`src/design/lion_pkg.sv`:
```
package lion_pkg;

  // Field widths of the stream items and the coefficient registers.
  localparam int unsigned IdxW  = 12;
  localparam int unsigned DataW = 32;
  localparam int unsigned CoefW = 16;

  // Packed stream widths, padded to whole bytes.
  localparam int unsigned SInW  = ((IdxW + 2 * DataW + 7) / 8) * 8;
  localparam int unsigned MOutW = ((DataW + IdxW + 7) / 8) * 8;

  // Configuration port.
  localparam int unsigned AddrW = 5;
  localparam int unsigned ApbW  = 32;
  localparam int unsigned SelW  = AddrW - 2;

  // Register indexes.
  localparam logic [SelW-1:0] RegLearnRate = 3'd0;
  localparam logic [SelW-1:0] RegBetaInterp = 3'd1;
  localparam logic [SelW-1:0] RegBetaMom   = 3'd2;
  localparam logic [SelW-1:0] RegDecay     = 3'd3;
  localparam logic [SelW-1:0] RegMaximize  = 3'd4;

  // Register reset values.
  localparam logic [CoefW-1:0] LearnRateRst  = 16'd7;
  localparam logic [CoefW-1:0] BetaInterpRst = 16'd58982;
  localparam logic [CoefW-1:0] BetaMomRst    = 16'd64881;
  localparam logic [CoefW-1:0] DecayRst      = 16'd0;

  // One in Q0.16, which needs one bit above the coefficient width.
  localparam logic [CoefW:0] OneQ16 = {1'b1, {CoefW{1'b0}}};

  // Datapath widths.
  localparam int unsigned ProdMW = CoefW + 1 + DataW;      // coef * momentum
  localparam int unsigned ProdGW = CoefW + 2 + DataW + 1;  // (1 - coef) * gradient
  localparam int unsigned SumW   = ProdGW + 1;
  localparam int unsigned RndW   = SumW - CoefW;
  localparam int unsigned MomW   = RndW + 1;
  localparam int unsigned NwW    = DataW + 3;
  localparam int unsigned ScaleW = 2 * CoefW;
  localparam int unsigned DecW   = ScaleW + DataW;

  localparam logic [DataW-1:0] ValMax = {1'b0, {(DataW - 1){1'b1}}};
  localparam logic [DataW-1:0] ValMin = {1'b1, {(DataW - 1){1'b0}}};

  typedef struct packed {
    logic [CoefW-1:0] learning_rate;
    logic [CoefW-1:0] beta_interp;
    logic [CoefW-1:0] beta_momentum;
    logic [CoefW-1:0] weight_decay;
    logic             maximize;
  } lion_cfg_t;

endpackage

```
`src/design/lion_regs.sv`:
```
module lion_regs
  import lion_pkg::*;
(
  input  logic             clk_i,
  input  logic             rst_ni,
  input  logic             psel,
  input  logic             penable,
  input  logic             pwrite,
  input  logic [AddrW-1:0] paddr,
  input  logic [ApbW-1:0]  pwdata,
  output logic [ApbW-1:0]  prdata,
  output logic             pready,
  output lion_cfg_t        cfg_o
);

  lion_cfg_t       cfg_q, cfg_d;
  logic [SelW-1:0] reg_sel;
  logic            wr_en;

  assign pready  = 1'b1;
  assign reg_sel = paddr[AddrW-1:2];
  assign wr_en   = psel & penable & pwrite & pready;

  always_comb begin
    cfg_d = cfg_q;
    if (wr_en) begin
      unique case (reg_sel)
        RegLearnRate:  cfg_d.learning_rate = pwdata[CoefW-1:0];
        RegBetaInterp: cfg_d.beta_interp   = pwdata[CoefW-1:0];
        RegBetaMom:    cfg_d.beta_momentum = pwdata[CoefW-1:0];
        RegDecay:      cfg_d.weight_decay  = pwdata[CoefW-1:0];
        RegMaximize:   cfg_d.maximize      = pwdata[0];
        default: ;
      endcase
    end
  end

  always_comb begin
    unique case (reg_sel)
      RegLearnRate:  prdata = ApbW'(cfg_q.learning_rate);
      RegBetaInterp: prdata = ApbW'(cfg_q.beta_interp);
      RegBetaMom:    prdata = ApbW'(cfg_q.beta_momentum);
      RegDecay:      prdata = ApbW'(cfg_q.weight_decay);
      RegMaximize:   prdata = ApbW'(cfg_q.maximize);
      default:       prdata = '0;
    endcase
  end

  always_ff @(posedge clk_i or negedge rst_ni) begin
    if (!rst_ni) begin
      cfg_q.learning_rate <= LearnRateRst;
      cfg_q.beta_interp   <= BetaInterpRst;
      cfg_q.beta_momentum <= BetaMomRst;
      cfg_q.weight_decay  <= DecayRst;
      cfg_q.maximize      <= 1'b0;
    end else begin
      cfg_q <= cfg_d;
    end
  end

  assign cfg_o = cfg_q;

endmodule

```
`config.mk`:
```
export PLATFORM = sky130hd
export DESIGN_NAME = lion_regs
export DESIGN_NICKNAME = d
export VERILOG_FILES = /design/src/design/lion_pkg.sv /design/src/design/lion_regs.sv
export SDC_FILE = /design/constraint.sdc
export NUM_CORES = 1
export LEC_CHECK = 0
export ABC_AREA = 1
export BUFFER_PORTS_ARGS = -buffer_cell sky130_fd_sc_hd__buf_4
export CAP_MARGIN = 40
export CORE_MARGIN = 1
export CORE_UTILIZATION = 49
export CTS_CLUSTER_DIAMETER = 150
export DETAILED_ROUTE_END_ITERATION = 7
export PLACE_DENSITY = 0.81
export SYNTH_ARGS = -nofsm -noshare
export SYNTH_HDL_FRONTEND = slang
export SYNTH_SLANG_ARGS = --single-unit
```
`constraint.sdc`:
```
create_clock -name clk_i -period 1.2 [get_ports clk_i]
set_clock_uncertainty 0.2 [all_clocks]
set_input_delay 0.06 -clock clk_i [delete_from_list [all_inputs] [get_ports clk_i]]
set_output_delay 0.06 -clock clk_i [all_outputs]
set_load 0.05 [all_outputs]
```
==> flow_summary.rst, run 1 <==
.. list-table::
   :header-rows: 1

   * - Metric
     - Value
   * - MaxCap Viol Count
     - 0
   * - Floorplan die area
     - 7356 sq um
   * - Clock transition at the register clock pins on the worst setup and hold paths after CTS
     - 0.08 ns
   * - Crit path arrival time
     - 1.47 ns
   * - Worst setup path start
     - cfg_o[51]$_DFFE_PN1P_
   * - Count of input and output buffers
     - 104
   * - Placement row count
     - 30
   * - RSZ-0062 raised after global routing
     - yes
   * - Number of buffers added by the clock tree synthesis step
     - 9
   * - Sum of negative setup slack
     - -13.98 ns
   * - Category of the worst setup path launch point
     - flip-flop
   * - Launch point of the worst reg-to-reg path
     - cfg_o[50]$_DFFE_PN1P_
   * - Cell types with the highest counts after synthesis
     - sky130_fd_sc_hd__nand2_1, sky130_fd_sc_hd__inv_1, sky130_fd_sc_hd__dfrtp_1
   * - DIE HEIGHT
     - 85.77 microns
   * - Post-synthesis sequential element count
     - 65
   * - Kind of end point of the critical path
     - output pin
   * - Minimum setup slack after placement
     - -0.3307 ns
   * - Global-route wire length before repair
     - 16.93 mm
   * - Highest clock rate
     - 0.5766 GHz
   * - Critical Setup Path Class
     - flip-flop to output pin
   * - Htree depth
     - 3
   * - Final period util
     - 1.445
   * - Ordered list of cells on the worst path
     - nand3_2, o21ai_1, inv_1, nand2_4, buf_8
   * - Total number of vias
     - 3772
   * - GRT Resource Usage Total
     - 0.3062
   * - Syn-to-layout area delta
     - 74.89%
   * - Slack of the worst reg-to-reg path
     - -0.05 ns
   * - Chip width
     - 85.77 microns
   * - Share of post-route cells with drive strength above 1
     - 0.5682
   * - Syn Area/Cell
     - 8.661 sq um
   * - Total gr overflow
     - 0
   * - Hold crit path type
     - input port to async pin
   * - Crit-path slowest cell
     - sky130_fd_sc_hd__dfstp_2
   * - Worst vdd ir
     - 1215 uV
   * - Maximum number of pins on one net before global-route repair
     - 66
   * - Starting DRC count in detailed routing
     - 289
   * - Worst path setup slack after routing
     - -0.5342 ns
   * - Per-cell via count in the routed design
     - 5.588
   * - Final routed wirelength across all metal layers
     - 13.70 mm
   * - TritonCTS clock tree
     - done
   * - Gate count of the mapped netlist
     - 397
   * - Skew-Pair Late Insertion Delay
     - 0.36 ns
   * - Core box area
     - 6794 sq um
   * - Clock Tree Buf Depth
     - 2
   * - Final routed wire length divided by cell count
     - 20.30 microns
   * - Starting density of the core
     - 0.5061
   * - IO Pins
     - 140
   * - Violations in the final reports
     - DRC, setup timing
   * - WP data required
     - 0.94 ns
   * - Pleak
     - 2.891 nW
   * - Clock root cell
     - sky130_fd_sc_hd__clkbuf_8
   * - Antenna violations before repair
     - 0
   * - Area of the mapped netlist
     - 3438 sq um
   * - YS warnings
     - 0
   * - Time the final worst path needs with I/O delays and setup
     - 1.734 ns
   * - Number of diodes added for antenna fixing
     - 0
   * - Routability Congestion
     - 0.8714
   * - Total power
     - 10.63 mW
   * - Dominant cell type by area after synthesis
     - sky130_fd_sc_hd__dfrtp_1
   * - Largest register FFs
     - 65
   * - DR DRC count
     - 1
   * - Power density cells
     - 1767 nW/um^2
   * - Post-detailed-placement half-perimeter wirelength
     - 6.263 mm
   * - Number of distinct library cells after synthesis
     - 23
   * - Primary FF master, synth
     - sky130_fd_sc_hd__dfrtp_1
   * - Final antenna-violating net count
     - 0
   * - Final Setup Violations
     - 86
   * - Pre-antenna DRT Iters
     - 7
   * - Share of the synthesized area in the top cell type
     - 0.3057
   * - Count of nets after finishing
     - 616
   * - CTS sink count
     - 65
   * - Via count of the first global-routing pass
     - 3448
   * - Outcome
     - finished with violations
   * - Maximum single-stage delay on the critical path
     - 0.56 ns
   * - Sequential area share after synthesis
     - 0.4814
   * - Leading post-synthesis cells by cell area
     - sky130_fd_sc_hd__dfrtp_1, sky130_fd_sc_hd__dfstp_2, sky130_fd_sc_hd__nand2_1
   * - Most frequent cell after synthesis
     - sky130_fd_sc_hd__nand2_1
   * - Number of hold violations in the final report
     - 0
   * - Count of flip-flops with a built-in enable after synthesis
     - 0
   * - Max-slew violation count
     - 0
   * - Crit Path Max Fanout
     - 2
   * - Hold Worst Slack
     - 0.02054 ns
   * - Fraction of registers with async set/reset
     - 1.000
[worst max-delay path: cells and delay by family, from the launching register on]
| family | cells | cell delay (ns) |
|---|---|---|
| flip-flops | 1 | 0.56 |
| buffers and inverters | 2 | 0.26 |
| AND/OR/NAND/NOR | 2 | 0.16 |
| AO/OA/AOI/OAI | 1 | 0.12 |
[metrics by stage]
step / utilization / cells / instance area (sq um)
finish: 0.8851 / 675 / 6013
global route: 0.8851 / 675 / 6013
CTS: 0.8326 / 657 / 5657
detailed placement: 0.6820 / 617 / 4633
global placement: 0.6820 / 617 / 4633
floorplan: - / 412 / 3659
[timing repair]
action | 4_1_cts | 5_1_grt
setup buffers | 6 | 22
setup endpoints to repair | 75 | 94
pin swaps | 11 | 7
gates cloned | 0 | 3
resized for setup | 164 | 75
hold buffers | 19 | 0
hold endpoints to repair | 130 | 0
[logic make-up (layout without fill, tap and decap cells)]
logic type | Yosys count | in the layout | synth area share
AOI/OAI and AO/OA | 95 | 95 | 0.1765
buffers and inverters | 103 | 270 | 0.1623
DFF | 65 | 65 | 0.4814
other | 2 | 17 | 0.002184
and+or+nand+nor | 132 | 132 | 0.1776
[report_power, final]
part           switching, mW  total, mW  internal [mW]
Clock                  0.956       2.12           1.16
Combinational           3.17       5.30           2.13
Sequential             0.463       3.21           2.75
Total                   4.59       10.6           6.04
[layout make-up]
cell class | instances | area [sq um]
clock buffers | 10 | 127.6
fillers | 281 | 780.7
multi-input cells | 244 | 1525
inverters | 67 | 261.5
clock inverters | 6 | 82.58
flip-flops and latches | 65 | 1670
repair buffers | 187 | 2226
well taps | 96 | 120.1
[metal layers]
metal	up-vias	wire (microns)	global-route usage
met5	-	0	0
met4	0	756	0.1682
met3	75	1087	0.04331
met2	295	7028	0.5556
met1	1829	4828	0.3469
li1	1573	-	-
[worst paths after layout]
| check | to | cells after the start |
|---|---|---|
| setup / recovery | prdata[2] | 5 |
| hold / removal | cfg_o[5]$_DFFE_PN0P_ | 3 |
| setup reg to reg | cfg_o[50]$_DFFE_PN1P_ | 4 |
| hold reg to reg | cfg_o[17]$_DFFE_PN1P_ | 2 |
| max in group asynchronous | cfg_o[17]$_DFFE_PN1P_ | 3 |
| min in group clk_i | cfg_o[0]$_DFFE_PN0P_ | 5 |
[cell usage in the layout, fill, tap and decap left out, types with 17 or more instances in the layout]
cell and count:
sky130_fd_sc_hd__nand2_1 62, sky130_fd_sc_hd__buf_8 53, sky130_fd_sc_hd__conb_1 17, sky130_fd_sc_hd__nand2_4 19
sky130_fd_sc_hd__dlygate4sd3_1 19, sky130_fd_sc_hd__inv_1 50, sky130_fd_sc_hd__buf_6 61, sky130_fd_sc_hd__dfstp_2 23
sky130_fd_sc_hd__o21ai_1 25, sky130_fd_sc_hd__o21ai_2 46, sky130_fd_sc_hd__buf_4 43, sky130_fd_sc_hd__dfrtp_1 30
(Power assumes the default switching activity.)
==> run 2, diff against run 1 <==
--- a/config.mk
+++ b/config.mk
@@ -6,13 +6,12 @@
 export NUM_CORES = 1
 export LEC_CHECK = 0
 export ABC_AREA = 1
-export BUFFER_PORTS_ARGS = -buffer_cell sky130_fd_sc_hd__buf_4
 export CAP_MARGIN = 40
 export CORE_MARGIN = 1
-export CORE_UTILIZATION = 49
+export CORE_UTILIZATION = 50
 export CTS_CLUSTER_DIAMETER = 150
 export DETAILED_ROUTE_END_ITERATION = 7
-export PLACE_DENSITY = 0.81
+export DONT_BUFFER_PORTS = 1
 export SYNTH_ARGS = -nofsm -noshare
 export SYNTH_HDL_FRONTEND = slang
 export SYNTH_SLANG_ARGS = --single-unit
==> flow_summary.rst, run 2 (synthesis gave the netlist of run 1 again) <==
.. list-table::
   :header-rows: 1

   * - Metric
     - Value
   * - Outcome
     - finished with violations (unchanged)
   * - Violations in the final reports
     - DRC, hold timing, setup timing (was DRC, setup timing)
   * - Share of the core filled with cells
     - 0.8083 (was 0.8851)
   * - Kind of end point of the critical path
     - output pin (unchanged)
   * - Htree depth
     - 3 (unchanged)
   * - DR DRC count
     - 14 (was 1)
   * - Crit Path Max Fanout
     - 2 (unchanged)
   * - Syn-to-layout area delta
     - 52.69% (was 74.89%)
   * - Placement row count
     - 29 (was 30)
   * - Final Setup Violations
     - 49 (was 86)
   * - Largest register FFs
     - 65 (unchanged)
   * - Starting DRC count in detailed routing
     - 177 (was 289)
   * - Ordered list of cells on the worst path
     - inv_1, o21ai_1, inv_1, nand2_4 (was nand3_2, o21ai_1, inv_1, nand2_4, buf_8)
   * - RSZ-0062 raised after global routing
     - yes (unchanged)
   * - Core box area
     - 6495 sq um (was 6794 sq um)
   * - Number of hold violations in the final report
     - 85 (was 0)
   * - Post-detailed-placement half-perimeter wirelength
     - 6.260 mm (was 6.263 mm)
   * - Final routed wirelength across all metal layers
     - 10.07 mm (was 13.70 mm)
   * - Minimum setup slack after placement
     - -0.08767 ns (was -0.3307 ns)
   * - Count of input and output buffers
     - 0 (was 104)
   * - Critical Setup Path Class
     - flip-flop to output pin (unchanged)
   * - Final antenna-violating net count
     - 0 (unchanged)
   * - Maximum number of pins on one net before global-route repair
     - 66 (unchanged)
   * - IO Pins
     - 140 (unchanged)
   * - Skew-Pair Late Insertion Delay
     - 0.35 ns (was 0.36 ns)
   * - Floorplan die area
     - 7212 sq um (was 7356 sq um)
   * - Global-route wire length before repair
     - 15.22 mm (was 16.93 mm)
   * - Time the final worst path needs with I/O delays and setup
     - 1.562 ns (was 1.734 ns)
   * - TritonCTS clock tree
     - done (unchanged)
   * - Starting density of the core
     - 0.5294 (was 0.5061)
   * - Critical path's most frequent cell
     - sky130_fd_sc_hd__inv_1
   * - GRT Resource Usage Total
     - 0.2776 (was 0.3062)
   * - Final routed wire length divided by cell count
     - 17.15 microns (was 20.30 microns)
   * - Share of post-route cells with drive strength above 1
     - 0.5196 (was 0.5682)
   * - Via count of the first global-routing pass
     - 2859 (was 3448)
   * - Category of the worst setup path launch point
     - flip-flop (unchanged)
   * - DIE HEIGHT
     - 84.93 microns (was 85.77 microns)
   * - Number of diodes added for antenna fixing
     - 0 (unchanged)
   * - Clock Tree Buf Depth
     - 2 (unchanged)
   * - Most common cell after layout, fill and taps aside
     - sky130_fd_sc_hd__nand2_1 (unchanged)
   * - Worst setup path start
     - cfg_o[22]$_DFFE_PN1P_ (was cfg_o[51]$_DFFE_PN1P_)
   * - Count of nets after finishing
     - 547 (was 616)
   * - Worst vdd ir
     - 936.6 uV (was 1215 uV)
   * - Routability Congestion
     - 0.8032 (was 0.8714)
   * - Worst path setup slack after routing
     - -0.3615 ns (was -0.5342 ns)
   * - Final period util
     - 1.301 (was 1.445)
   * - Slack of the worst reg-to-reg path
     - 0.01 ns (was -0.05 ns)
   * - Total gr overflow
     - 0 (unchanged)
   * - CTS sink count
     - 65 (unchanged)
   * - Highest clock rate
     - 0.6404 GHz (was 0.5766 GHz)
   * - Clock transition at the register clock pins on the worst setup and hold paths after CTS
     - 0.07 ns (was 0.08 ns)
   * - Total number of vias
     - 3025 (was 3772)
   * - Number of cell instances on the worst register-to-register path
     - 4 (unchanged)
   * - Per-cell via count in the routed design
     - 5.153 (was 5.588)
   * - Hold Worst Slack
     - -0.8006 ns (was 0.02054 ns)
   * - Number of buffers added to fix hold violations after cts
     - 21 (was 19)
   * - Crit path arrival time
     - 1.30 ns (was 1.47 ns)
   * - Total power
     - 9.573 mW (was 10.63 mW)
   * - Clock root cell
     - sky130_fd_sc_hd__clkbuf_8 (unchanged)
   * - Most frequent cells in the layout
     - sky130_fd_sc_hd__nand2_1, sky130_fd_sc_hd__inv_1, sky130_fd_sc_hd__buf_6, sky130_fd_sc_hd__o21ai_2, sky130_fd_sc_hd__dfrtp_1 (was sky130_fd_sc_hd__nand2_1, sky130_fd_sc_hd__buf_6, sky130_fd_sc_hd__buf_8, sky130_fd_sc_hd__inv_1, sky130_fd_sc_hd__o21ai_2)
   * - Max-slew violation count
     - 0 (unchanged)
   * - Pleak
     - 2.455 nW (was 2.891 nW)
   * - WP data required
     - 0.94 ns (about the same)
   * - Crit Reg-Reg Endpoint
     - cfg_o[50]$_DFFE_PN1P_ (unchanged)
   * - Pre-antenna DRT Iters
     - 8 (was 7)
   * - Maximum single-stage delay on the critical path
     - 0.54 ns (was 0.56 ns)
   * - Crit-path slowest cell
     - sky130_fd_sc_hd__dfstp_2 (unchanged)
   * - Number of buffers added by the clock tree synthesis step
     - 9 (unchanged)
   * - Hold crit path type
     - input port to async pin (unchanged)
   * - Antenna violations before repair
     - 0 (unchanged)
   * - MaxCap Viol Count
     - 0 (unchanged)
   * - Power density cells
     - 1823 nW/um^2 (was 1767 nW/um^2)
   * - Chip width
     - 84.93 microns (was 85.77 microns)
   * - Capture point of the worst path
     - prdata[5] (was prdata[2])
   * - Launch point of the worst reg-to-reg path
     - cfg_o[50]$_DFFE_PN1P_ (unchanged)
## run 2: changes by cell type in the layout (fill, tap and decap cells not counted), sizes merged
cell	delta
clkbuf	-2
clkinv	+1
nand2	+1
buf	-70
bufinv	-1
dlygate4sd3	-1
dlymetal6s4s	+3
## run 2: worst min path at each step
stage                      start                    end  slack, ns  cells past startpoint
after floorplan           rst_ni   cfg_o[0]$_DFFE_PN0P_      -0.44                      0
after global placement    rst_ni  cfg_o[13]$_DFFE_PN0P_      -0.43                      0
after detailed placement  rst_ni  cfg_o[12]$_DFFE_PN0P_      -0.43                      0
after CTS                 rst_ni   cfg_o[0]$_DFFE_PN0P_      -0.81                      0
after global routing      rst_ni  cfg_o[36]$_DFFE_PN0P_      -0.82                      0
final                     rst_ni  cfg_o[12]$_DFFE_PN0P_      -0.80                      0
## run 2: critical path: cells and delay by family, from the launching register on
family / cells / cell delay (ns)
compound gates: 1 / 0.11
buf+inv: 2 / 0.14
flops: 1 / 0.54
simple gates: 1 / 0.16
## run 2: per-layer routing
| metal | vias to the layer above | wire length (microns) | global-route usage |
|---|---|---|---|
| met5 | - | 0 | 0 |
| met4 | 0 | 154 | 0.08166 |
| met3 | 14 | 665 | 0.06518 |
| met2 | 112 | 4847 | 0.4198 |
| met1 | 1467 | 4400 | 0.4001 |
| li1 | 1432 | - | - |
## run 2: final cells by class
class                      count  area, sq um
sequential                    65         1672
multi-input combinational    245         1630
timing repair buffer         117         1403
fill                         415         1245
inverter                      67        254.0
clock buffer                  10        137.6
tap                           77        96.34
clock inverter                 6        57.56
## run 2: timing repair
action / 4_1_cts / 5_1_grt
setup endpoints to repair: 61 / 137
gates resized for setup: 90 / 74
endpoints found under the hold margin: 130 / 80
gates cloned: 0 / 1
setup buffers: 3 / 11
pin swaps: 14 / 15
## run 2: metrics by stage
step | hold WS [ns] | cell area, sq um | setup TNS, ns | std cells
after floorplan | -0.4356 | 3659 | -1.732 | 412
after global placement | -0.4341 | 4156 | -0.9177 | 536
after detailed placement | -0.4341 | 4156 | -2.344 | 536
after CTS | -0.8051 | 4906 | -14.23 | 576
after global routing | -0.8166 | 5250 | -10.32 | 587
final | -0.8006 | 5250 | -8.725 | 587
## run 2: power by group
part           switching (mW)  internal [mW]
registers               0.431           2.75
logic                    2.89           1.60
clock network           0.896           1.00
==> run 3, diff against run 2 <==
--- a/config.mk
+++ b/config.mk
@@ -8,10 +8,11 @@
 export ABC_AREA = 1
 export CAP_MARGIN = 40
 export CORE_MARGIN = 1
-export CORE_UTILIZATION = 50
+export CORE_UTILIZATION = 45
 export CTS_CLUSTER_DIAMETER = 150
 export DETAILED_ROUTE_END_ITERATION = 7
 export DONT_BUFFER_PORTS = 1
+export MAX_ROUTING_LAYER = met4
 export SYNTH_ARGS = -nofsm -noshare
 export SYNTH_HDL_FRONTEND = slang
 export SYNTH_SLANG_ARGS = --single-unit
==> flow_summary.rst, run 3 (synthesis gave the netlist of run 1 again) <==
.. list-table::
   :header-rows: 1

   * - Metric
     - Value
   * - Worst path setup slack after routing
     - -0.3391 ns (was -0.3615 ns)
   * - Minimum setup slack after placement
     - -0.05236 ns (was -0.08767 ns)
   * - Clock root cell
     - sky130_fd_sc_hd__clkbuf_8 (unchanged)
   * - Syn-to-layout area delta
     - 55.17% (was 52.69%)
   * - Via count of the first global-routing pass
     - 2918 (was 2859)
   * - Outcome
     - finished with violations (unchanged)
   * - Placed standard-cell area
     - 4161 sq um (was 4156 sq um)
   * - Antenna violations before repair
     - 0 (unchanged)
   * - Final instance area
     - 5335 sq um (was 5250 sq um)
   * - Global-route wire length before repair
     - 14.26 mm (was 15.22 mm)
   * - MaxCap Viol Count
     - 0 (unchanged)
   * - Share of the core filled with cells
     - 0.7278 (was 0.8083)
   * - IO Pins
     - 140 (unchanged)
   * - Multi-input gate area in the final layout
     - 1608 sq um (was 1630 sq um)
   * - Pre-antenna DRT Iters
     - 4 (was 8)
   * - Pleak
     - 2.502 nW (was 2.455 nW)
   * - Per-cell via count in the routed design
     - 4.945 (was 5.153)
   * - DR DRC count
     - 0 (was 14)
   * - Floorplan die area
     - 7994 sq um (was 7212 sq um)
   * - Routed length on met2
     - 5.180 mm (was 4.847 mm)
   * - Highest clock rate
     - 0.6497 GHz (was 0.6404 GHz)
   * - Share of post-route cells with drive strength above 1
     - 0.5315 (was 0.5196)
   * - Critical Setup Path Class
     - flip-flop to output pin (unchanged)
   * - Hold Worst Slack
     - -0.7881 ns (was -0.8006 ns)
   * - CTS sink count
     - 65 (unchanged)
   * - WP data required
     - 0.94 ns (about the same)
   * - Wire length the detailed router placed on met1
     - 4.122 mm (was 4.400 mm)
   * - Kind of end point of the critical path
     - output pin (unchanged)
   * - Placement row count
     - 31 (was 29)
   * - Hold crit path type
     - input port to async pin (unchanged)
   * - Crit Path Max Fanout
     - 2 (unchanged)
   * - Starting DRC count in detailed routing
     - 98 (was 177)
   * - Number of diodes added for antenna fixing
     - 0 (unchanged)
   * - Htree depth
     - 3 (unchanged)
   * - Core box area
     - 7331 sq um (was 6495 sq um)
   * - Largest register FFs
     - 65 (unchanged)
   * - Post-detailed-placement half-perimeter wirelength
     - 5.902 mm (was 6.260 mm)
   * - Uppermost metal layer occupied by signal nets
     - met4 (unchanged)
   * - Category of the worst setup path launch point
     - flip-flop (unchanged)
   * - Slack of the worst reg-to-reg path
     - 0.02 ns (was 0.01 ns)
   * - Clock transition at the register clock pins on the worst setup and hold paths after CTS
     - 0.07 ns (about the same)
   * - Worst vdd ir
     - 953.9 uV (was 936.6 uV)
   * - Number of hold violations in the final report
     - 88 (was 85)
   * - Count of filler cells inserted in the layout
     - 532 (was 415)
   * - Power density cells
     - 1772 nW/um^2 (was 1823 nW/um^2)
   * - Routability Congestion
     - 0.7737 (was 0.8032)
   * - Sequential cell area in the final layout
     - 1670 sq um (was 1672 sq um)
   * - Amount of wire on met3 after detailed routing
     - 490 microns (was 665 microns)
   * - RSZ-0062 raised after global routing
     - yes (unchanged)
   * - Maximum number of pins on one net before global-route repair
     - 66 (unchanged)
   * - Most frequent cells in the layout
     - sky130_fd_sc_hd__nand2_1, sky130_fd_sc_hd__buf_6, sky130_fd_sc_hd__o21ai_2, sky130_fd_sc_hd__inv_1, sky130_fd_sc_hd__buf_4 (was sky130_fd_sc_hd__nand2_1, sky130_fd_sc_hd__inv_1, sky130_fd_sc_hd__buf_6, sky130_fd_sc_hd__o21ai_2, sky130_fd_sc_hd__dfrtp_1)
   * - Clock Tree Buf Depth
     - 2 (unchanged)
   * - TritonCTS clock tree
     - done (unchanged)
   * - Post-route non-filler standard cell count
     - 622 (was 587)
   * - Final antenna-violating net count
     - 0 (unchanged)
   * - Total number of vias
     - 3076 (was 3025)
   * - Crit path arrival time
     - 1.28 ns (was 1.30 ns)
   * - Final Setup Violations
     - 46 (was 49)
   * - Total gr overflow
     - 0 (unchanged)
   * - Violations in the final reports
     - hold timing, setup timing (was DRC, hold timing, setup timing)
   * - Final period util
     - 1.283 (was 1.301)
   * - Placed insts
     - 560 (was 536)
   * - Most common cell after layout, fill and taps aside
     - sky130_fd_sc_hd__nand2_1 (unchanged)
   * - Final routed wire length divided by cell count
     - 15.94 microns (was 17.15 microns)
   * - Skew-Pair Late Insertion Delay
     - 0.33 ns (was 0.35 ns)
   * - Number of buffers added by the clock tree synthesis step
     - 9 (unchanged)
   * - Count of input and output buffers
     - 0 (unchanged)
   * - Max-slew violation count
     - 0 (unchanged)
   * - Sum of negative setup slack
     - -8.139 ns (was -8.725 ns)
   * - DIE HEIGHT
     - 89.41 microns (was 84.93 microns)
   * - Starting density of the core
     - 0.4690 (was 0.5294)
   * - Count of nets after finishing
     - 560 (was 547)
   * - GRT Resource Usage Total
     - 0.2500 (was 0.2776)
   * - Total power
     - 9.454 mW (was 9.573 mW)
   * - Final routed wirelength across all metal layers
     - 9.914 mm (was 10.07 mm)
   * - Chip width
     - 89.41 microns (was 84.93 microns)
   * - Time the final worst path needs with I/O delays and setup
     - 1.539 ns (was 1.562 ns)
==> run 3: cell count changes in the layout (fill, tap and decap cells not counted), sizes merged <==
cell,before,now
buf,96,113
clkbuf,10,13
dlymetal6s4s,3,0
bufinv,1,0
clkinv,4,3
clkinvlp,1,0
nand2,89,88
==> run 3: cell type report <==
type / instances / share of cell area
Clock buffer: 13 / 0.02978
Clock inverter: 3 / 0.002814
Inverter: 67 / 0.04761
Multi-Input combinational cell: 244 / 0.3014
Sequential cell: 65 / 0.3131
Tap cell: 99 / 0.02322
Timing Repair Buffer: 131 / 0.2821
==> run 3: final timing paths <==
kind / from / end / cells after the start
hold / removal: rst_ni / cfg_o[10]$_DFFE_PN0P_ / 0
max in group asynchronous: rst_ni / cfg_o[49]$_DFFE_PN1P_ / 0
setup / recovery: cfg_o[9]$_DFFE_PN0P_ / prdata[8] / 4
min in group clk_i: paddr[2] / cfg_o[51]$_DFFE_PN1P_ / 4
setup reg to reg: cfg_o[50]$_DFFE_PN1P_ / cfg_o[50]$_DFFE_PN1P_ / 4
hold reg to reg: cfg_o[17]$_DFFE_PN1P_ / cfg_o[17]$_DFFE_PN1P_ / 2
==> run 3: power by group <==
part           internal, mW  switching [mW]
Sequential             2.75           0.422
Combinational          1.73            2.89
Clock                 0.855           0.811
==> run 3: per-layer routing <==
metal	up-vias	GRT usage
met3	12	0.05633
met5	-	-
met1	1509	0.2901
met2	104	0.4316
met4	0	0.07648
li1	1451	-
==> run 3: what timing repair did <==
item,in CTS,in global routing
setup endpoints to repair,51,79
hold buffers,18,1
resized for setup,83,91
pin swaps,12,13
buffers inserted,14,16
cloned,0,0
endpoints found under the hold margin,130,88
==> run 3: worst max-delay path, stage by stage, from the launching register on <==
cell                      delay (ns)
sky130_fd_sc_hd__dfrtp_2        0.41
sky130_fd_sc_hd__inv_1          0.07
sky130_fd_sc_hd__nor2_1         0.06
sky130_fd_sc_hd__a21oi_2        0.26
sky130_fd_sc_hd__nand2_8        0.14
